## config.mk

```make
export PLATFORM = sky130hd
export DESIGN_NAME = tcli_div
export DESIGN_NICKNAME = d
export VERILOG_FILES = /design/src/hdl/tcli_pkg.sv /design/src/hdl/tcli_div.sv
export SDC_FILE = /design/constraint.sdc
export NUM_CORES = 2
export LEC_CHECK = 0
export ABC_AREA = 1
export BUFFER_PORTS_ARGS = -buffer_cell sky130_fd_sc_hd__buf_2
export CORE_UTILIZATION = 50
export CTS_BUF_LIST = sky130_fd_sc_hd__clkbuf_8
export DETAILED_ROUTE_END_ITERATION = 8
export PLACE_DENSITY = 0.71
export SLEW_MARGIN = 40
export SYNTH_ARGS = -nofsm -noshare
export SYNTH_HDL_FRONTEND = slang
export SYNTH_SLANG_ARGS = --single-unit
```

## constraint.sdc

```tcl
create_clock -name i_clk -period 3.3 [get_ports i_clk]
set_input_delay 0.33 -clock i_clk [delete_from_list [all_inputs] [get_ports i_clk]]
set_output_delay 0.33 -clock i_clk [all_outputs]
set_load 0.01 [all_outputs]
```

## src/hdl/tcli_pkg.sv

```systemverilog
package tcli_pkg;

    localparam int TABLE_DEPTH = 64;
    localparam int ADDR_W      = $clog2(TABLE_DEPTH);
    localparam int FRAC_BITS   = 16;
    localparam int VAL_W       = 16;
    localparam int X_W         = 16;
    localparam int LEN_W       = 7;
    localparam int CFG_IDX_W   = 2;
    localparam int CFG_DATA_W  = 16;

    // Scaled position numerator (x - min) * (len - 1), before the fraction shift.
    localparam int NUM_W     = X_W + ADDR_W;
    // Quotient holds the table index above the fraction.
    localparam int Q_W       = ADDR_W + FRAC_BITS;
    localparam int DIV_STEPS = Q_W;
    localparam int PROD_W    = FRAC_BITS + VAL_W + 2;

    localparam logic [LEN_W-1:0]        TABLE_LENGTH_RESET = LEN_W'(2);
    localparam logic signed [X_W-1:0]   RANGE_MIN_RESET    = X_W'(0);
    localparam logic signed [X_W-1:0]   RANGE_MAX_RESET    = X_W'(127);

    typedef enum logic [0:0] {
        FUNC_WRITE = 1'b0,
        FUNC_EVAL  = 1'b1
    } t_func;

    typedef enum logic [CFG_IDX_W-1:0] {
        CFG_TABLE_LENGTH = 2'd0,
        CFG_RANGE_MIN    = 2'd1,
        CFG_RANGE_MAX    = 2'd2
    } t_cfg_idx;

    // Per-item information that travels alongside the divider.
    typedef struct packed {
        logic              eval;
        logic              bypass;
        logic [ADDR_W-1:0] addr;
        logic [ADDR_W-1:0] lm1;
        logic [ADDR_W-1:0] widx;
        logic [VAL_W-1:0]  wval;
    } t_side;

endpackage

```

## src/hdl/tcli_div.sv

```systemverilog
module tcli_div (
    input  logic                         i_clk,
    input  logic                         i_rst_n,
    input  logic                         i_en,
    input  logic                         i_vld,
    input  logic [tcli_pkg::NUM_W-1:0]   i_num,
    input  logic [tcli_pkg::X_W-1:0]     i_den,
    input  tcli_pkg::t_side              i_side,
    output logic                         o_vld,
    output logic [tcli_pkg::Q_W-1:0]     o_quo,
    output tcli_pkg::t_side              o_side
);
    import tcli_pkg::*;

    // One quotient bit per stage, restoring division of (num << FRAC_BITS) by den.
    logic [X_W-1:0] r_rem  [DIV_STEPS];
    logic [Q_W-1:0] r_num  [DIV_STEPS];
    logic [Q_W-1:0] r_quo  [DIV_STEPS];
    logic [X_W-1:0] r_den  [DIV_STEPS];
    t_side          r_side [DIV_STEPS];
    logic           r_vld  [DIV_STEPS];

    logic [X_W-1:0] n_rem  [DIV_STEPS];
    logic [Q_W-1:0] n_num  [DIV_STEPS];
    logic [Q_W-1:0] n_quo  [DIV_STEPS];

    always_comb begin
        logic [X_W-1:0] src_rem;
        logic [Q_W-1:0] src_num;
        logic [Q_W-1:0] src_quo;
        logic [X_W-1:0] src_den;
        logic [X_W:0]   trial;
        for (int j = 0; j < DIV_STEPS; j++) begin
            if (j == 0) begin
                // The quotient is known to fit in Q_W bits, so the top bits start below den.
                src_rem = i_num[NUM_W-1 -: X_W];
                src_num = {i_num[ADDR_W-1:0], {FRAC_BITS{1'b0}}};
                src_quo = '0;
                src_den = i_den;
            end else begin
                src_rem = r_rem[j-1];
                src_num = r_num[j-1];
                src_quo = r_quo[j-1];
                src_den = r_den[j-1];
            end
            trial = {src_rem, src_num[Q_W-1]} - {1'b0, src_den};
            if (!trial[X_W]) begin
                n_rem[j] = trial[X_W-1:0];
                n_quo[j] = {src_quo[Q_W-2:0], 1'b1};
            end else begin
                n_rem[j] = {src_rem[X_W-2:0], src_num[Q_W-1]};
                n_quo[j] = {src_quo[Q_W-2:0], 1'b0};
            end
            n_num[j] = {src_num[Q_W-2:0], 1'b0};
        end
    end

    always_ff @(posedge i_clk) begin
        if (!i_rst_n) begin
            for (int j = 0; j < DIV_STEPS; j++) begin
                r_vld[j] <= 1'b0;
            end
        end else if (i_en) begin
            r_vld[0] <= i_vld;
            for (int j = 1; j < DIV_STEPS; j++) begin
                r_vld[j] <= r_vld[j-1];
            end
        end
    end

    always_ff @(posedge i_clk) begin
        if (i_en) begin
            for (int j = 0; j < DIV_STEPS; j++) begin
                r_rem[j] <= n_rem[j];
                r_num[j] <= n_num[j];
                r_quo[j] <= n_quo[j];
            end
            r_den[0]  <= i_den;
            r_side[0] <= i_side;
            for (int j = 1; j < DIV_STEPS; j++) begin
                r_den[j]  <= r_den[j-1];
                r_side[j] <= r_side[j-1];
            end
        end
    end

    assign o_vld  = r_vld[DIV_STEPS-1];
    assign o_quo  = r_quo[DIV_STEPS-1];
    assign o_side = r_side[DIV_STEPS-1];

endmodule

```

=== Yosys cells after proc, flatten, opt, wreduce, memory -nomap -nowiden ===
Memories as Yosys holds them, arrays and structs flattened.
Cells that the tools add are included.

* Memory bits (writable): 2464
* Word-level logic and storage cells: 121
* Memories: 6
* Flip-flop bits (word level): 0
* Input bits: 78

* Bitwise gates (word level): 22
* Muxes and demuxes: 71
* Add/subtract/negate cells: 22

{| class="wikitable"
|+ Memories
! memory !! depth !! bits a word !! read ports !! clocked after memory_dff !! wr ports !! line !! RTL
|-
| r_side || 22 || 36 || 22 || 0 || 22 || tcli_div.sv:20 || <nowiki>t_side r_side [DIV_STEPS];</nowiki>
|-
| r_quo || 22 || 22 || 22 || 0 || 22 || tcli_div.sv:18 || <nowiki>logic [Q_W-1:0] r_quo [DIV_STEPS];</nowiki>
|-
| r_num || 22 || 21 || 21 || 0 || 22 || tcli_div.sv:17 || <nowiki>logic [Q_W-1:0] r_num [DIV_STEPS];</nowiki>
|-
| r_den || 22 || 16 || 21 || 0 || 22 || tcli_div.sv:19 || <nowiki>logic [X_W-1:0] r_den [DIV_STEPS];</nowiki>
|-
| r_rem || 22 || 16 || 21 || 0 || 22 || tcli_div.sv:16 || <nowiki>logic [X_W-1:0] r_rem [DIV_STEPS];</nowiki>
|-
| r_vld || 22 || 1 || 22 || 0 || 22 || tcli_div.sv:21 || <nowiki>logic r_vld [DIV_STEPS];</nowiki>
|}

{| class="wikitable"
|+ Operator list
! kind !! count
|-
| $sub A17 B16 Y17 || 22
|-
| $mux W16 || 22
|-
| $mux W1 || 49
|-
| $or A1 B1 Y1 || 22
|}

=== Longest topological paths before layout ===
* Depth in word-level cells: 4
* Depth in mapped cells: 15

=== Least setup slack after synthesis ===
Ideal clock, no wire load.

* Path type: register to register
* Start point: memory r_den[0][0]
* End point: memory r_rem[1][6], in the netlist r_rem[0][22], data pin
* Arrival time: 1865 ps
* Slack: 1183 ps
* Clock period less this slack: 2117 ps
* Cell stages (with the launch flop): 14
* Buffers on the path: 1
* Cells stage by stage: edfxtp_1 ha_1 fa_1 inv_1 nand2_1 nand2_1 nand3_2 nand2_4 nand2_4 nand3_4 nand2_8 buf_12 nand2_4 nand2_2

{| class="wikitable"
|+ RTL lines
! item !! line
|-
| from (decl) || tcli_div.sv:19
|-
| to (decl) || tcli_div.sv:16
|}

==> impl_metrics.tcl <==
set metrics [dict create \
    ios 137 \
    setup_viol 0 \
    seq_area_frac_synth_pct 64.80 \
    fin_crit_sh_pct 88.20 \
    grt_pass1_vias 50510 \
    postSynthCellCount 7627 \
    fp.dieArea_um2 164100 \
    netlist_area_um2 81260 \
    vias 50860 \
    cp-end-kind "flop" \
    yosys-top-cells-area "edfxtp_1, nand2_1, inv_1" \
    clock-root-buffer "clkbuf_8" \
    slew_headroom_pct 41.94 \
    status "completed" \
    numCtsBuffers 305 \
    grt.total_usage_pct 19.95 \
    busiest_layer "met2" \
    worst_hold_path_type "in2reg" \
    async_reset_ff_share_pct 0 \
    synth_commonest_cells "nand2_1, edfxtp_1, inv_1, nand3_1, ha_1" \
    htreeDepth 5 \
    wire_per_inst_um 15.37 \
    num_rows 147 \
    grt_use_met2_pct 32.43 \
    worst_pin_slew_ps 870.9 \
    yosysWarnings 0 \
    grt_overflow 0 \
    synth_fp_nets 8062 \
    cellLeakagePower_nw 42.25 \
    yosys.area.top_type_share_pct 64.78 \
    drc_errors 0 \
    vias_per_cell 4.830 \
    dp_hpwl_um 117000 \
    synth_largest_area_cell "edfxtp_1" \
    layout_setup_ws_ps 389.6 \
    critical_path_class "in2reg" \
    clock-sinks 1754 \
    drt_iter0_drc 3245 \
    fin_nets 8599 \
    tritoncts "built" \
    synthFlopType "edfxtp_1" \
    drive_gt1_share_pct 9.062 \
    grt_pass1_wl_um 257900 \
    clk_latency_ps 990 \
    tns_ps 0 \
    placedCellCount 9877 \
    crit_arrival_ps 3690 \
    synth_most_common_cell "nand2_1" \
    syn_avg_cell_area_um2 10.65 \
    antenna_left 0 \
    max-vdd-ir-drop_mv 0.4080 \
    ys_seq_elements 1754 \
    port_buffers 136 \
    initial_core_util_pct 50.49 \
    hold_slack_ps 113.3 \
    pwr_density_cell_nw_per_um2 831.6 \
    finalNonFillerCells 10530 \
    antenna_found_initial 6 \
    die_y_um 405.1 \
    die_w_um 405.1 \
    grt_util_met1_pct 26.26 \
    cp.required_ps 4080 \
    area_delta_synth_final_pct 12.15 \
    coreArea_um2 160900 \
    post-route-min-period_ps 2910 \
    clk_path_buf_depth 4 \
    synth_edf_count 1753 \
    worstPathMaxFanout 17 \
    drt-pass1-iter-count 7 \
    drt_wl_total_um 161800 \
    globalplace.congestion 0.9094 \
    clkTransAtPathRegs_ps 70 \
    cts_setup_buffers 0 \
    clock.fmax_ghz 0.3436 \
    place_ws_ps 680.5 \
    finClkSkew_ps 68.75 \
    crit_path_start_kind "input pin" \
    rsz0062_at_grt "no" \
    hold_viol 0 \
    grt_max_degree 152 \
    met3_usage_pct 3.588 \
    ys_types 35 \
    slew_viol_final 0 \
    max_cap_violations 0 \
]
==> per-layer routing <==
layer / vias to the layer above / share of wire [%]
li1: 25710 / -
met5: - / 0
met4: 0 / 3.9
met3: 387 / 5.2
met2: 1167 / 46
met1: 23590 / 45
==> final cells by class <==
class	count	area [µm²]
fill	13580	69800
sequential	1754	52660
multi-input combinational	4458	22810
inverter	1329	4989
clock buffer	312	4294
tap	2160	2703
timing repair buffer	316	2648
clock inverter	196	1028
antenna	3	7.507
==> cells by family after synthesis <==
logic type,count (synthesis),synth area share [%]
buffers and inverters,1415,7.130
AO/OA/AOI/OAI,182,1.221
XOR/XNOR,147,1.584
AND/OR/NAND/NOR,3772,19.57
flip-flops,1754,64.80
adder cells (fa/ha/maj),357,5.691
==> worst paths after layout <==
check,start,to,slack [ps],cells past startpoint
hold / removal,i_side[28],r_side[0][28],110,2
setup reg to reg,r_den[2][0],r_rem[0][56],650,12
setup / recovery,i_num[5],r_rem[0][8],390,17
hold reg to reg,r_side[0][170],r_side[0][206],370,0
==> worst max-delay path: stages <==
cell and delay (ps):
dlygate4sd3_1 530, buf_2 140, inv_1 50, ha_1 220, fa_1 410, inv_1 120
nand2_1 60, nand2_1 80, nand3_1 90, nand2_2 110, nand2_2 80, nand2_2 80
nand2_4 130, nand3_1 90, dlygate4sd3_1 550, nand2_1 60, dlygate4sd3_1 550
==> through the flow <==
| stage | util, % | power (mW) | instance area (µm²) |
|---|---|---|---|
| after CTS | 56.62 | 76.43 | 91130 |
| after global placement | 52.45 | 57.70 | 84400 |
| after detailed placement | 52.45 | 58.17 | 84400 |
| final | 56.63 | 75.79 | 91140 |
| after floorplan | - | 51.69 | 81260 |
| after global routing | 56.63 | 81.53 | 91130 |
==> power breakdown <==
part / total [mW] / internal [mW] / switching [mW]
clock: 17.7 / 9.35 / 8.36
combinational: 26.4 / 8.94 / 17.5
sequential: 31.7 / 29.5 / 2.21
==> state kept, by name (all words and copies together), names as in the netlist <==
name	count
r_vld	22
r_den	336
r_num	15
r_side	792
r_quo	253
r_rem	336
==> cell usage in the layout (no fill, tap or decap), drive strengths merged <==
cell         Yosys  routed
nand3          390     390
dfxtp            1       1
inv           1329    1411
and2            54      54
ha             336     336
nor3            31      31
o21a             1       1
edfxtp        1753    1753
diode            0       3
nand2         2917    2917
buf             84     176
clkbuf           2     312
nand4           39      39
dlygate4sd3      0     140
nand3b          42      42
o21ai            4       4
nor2           270     270
xnor2           35      35
fa              21      21
a21oi          177     177
clkinvlp         0       5
or2             29      29
bufinv           0       8
xor2           112     112
clkinv           0     101
==> timing repair <==
item | 4_1_cts | 5_1_grt
hold buffers | 140 | 0
endpoints found under the hold margin | 317 | 0
resized for setup | 0 | 0
setup endpoints to repair | 0 | 0
Note: power is estimated with default switching activity, not from simulation.
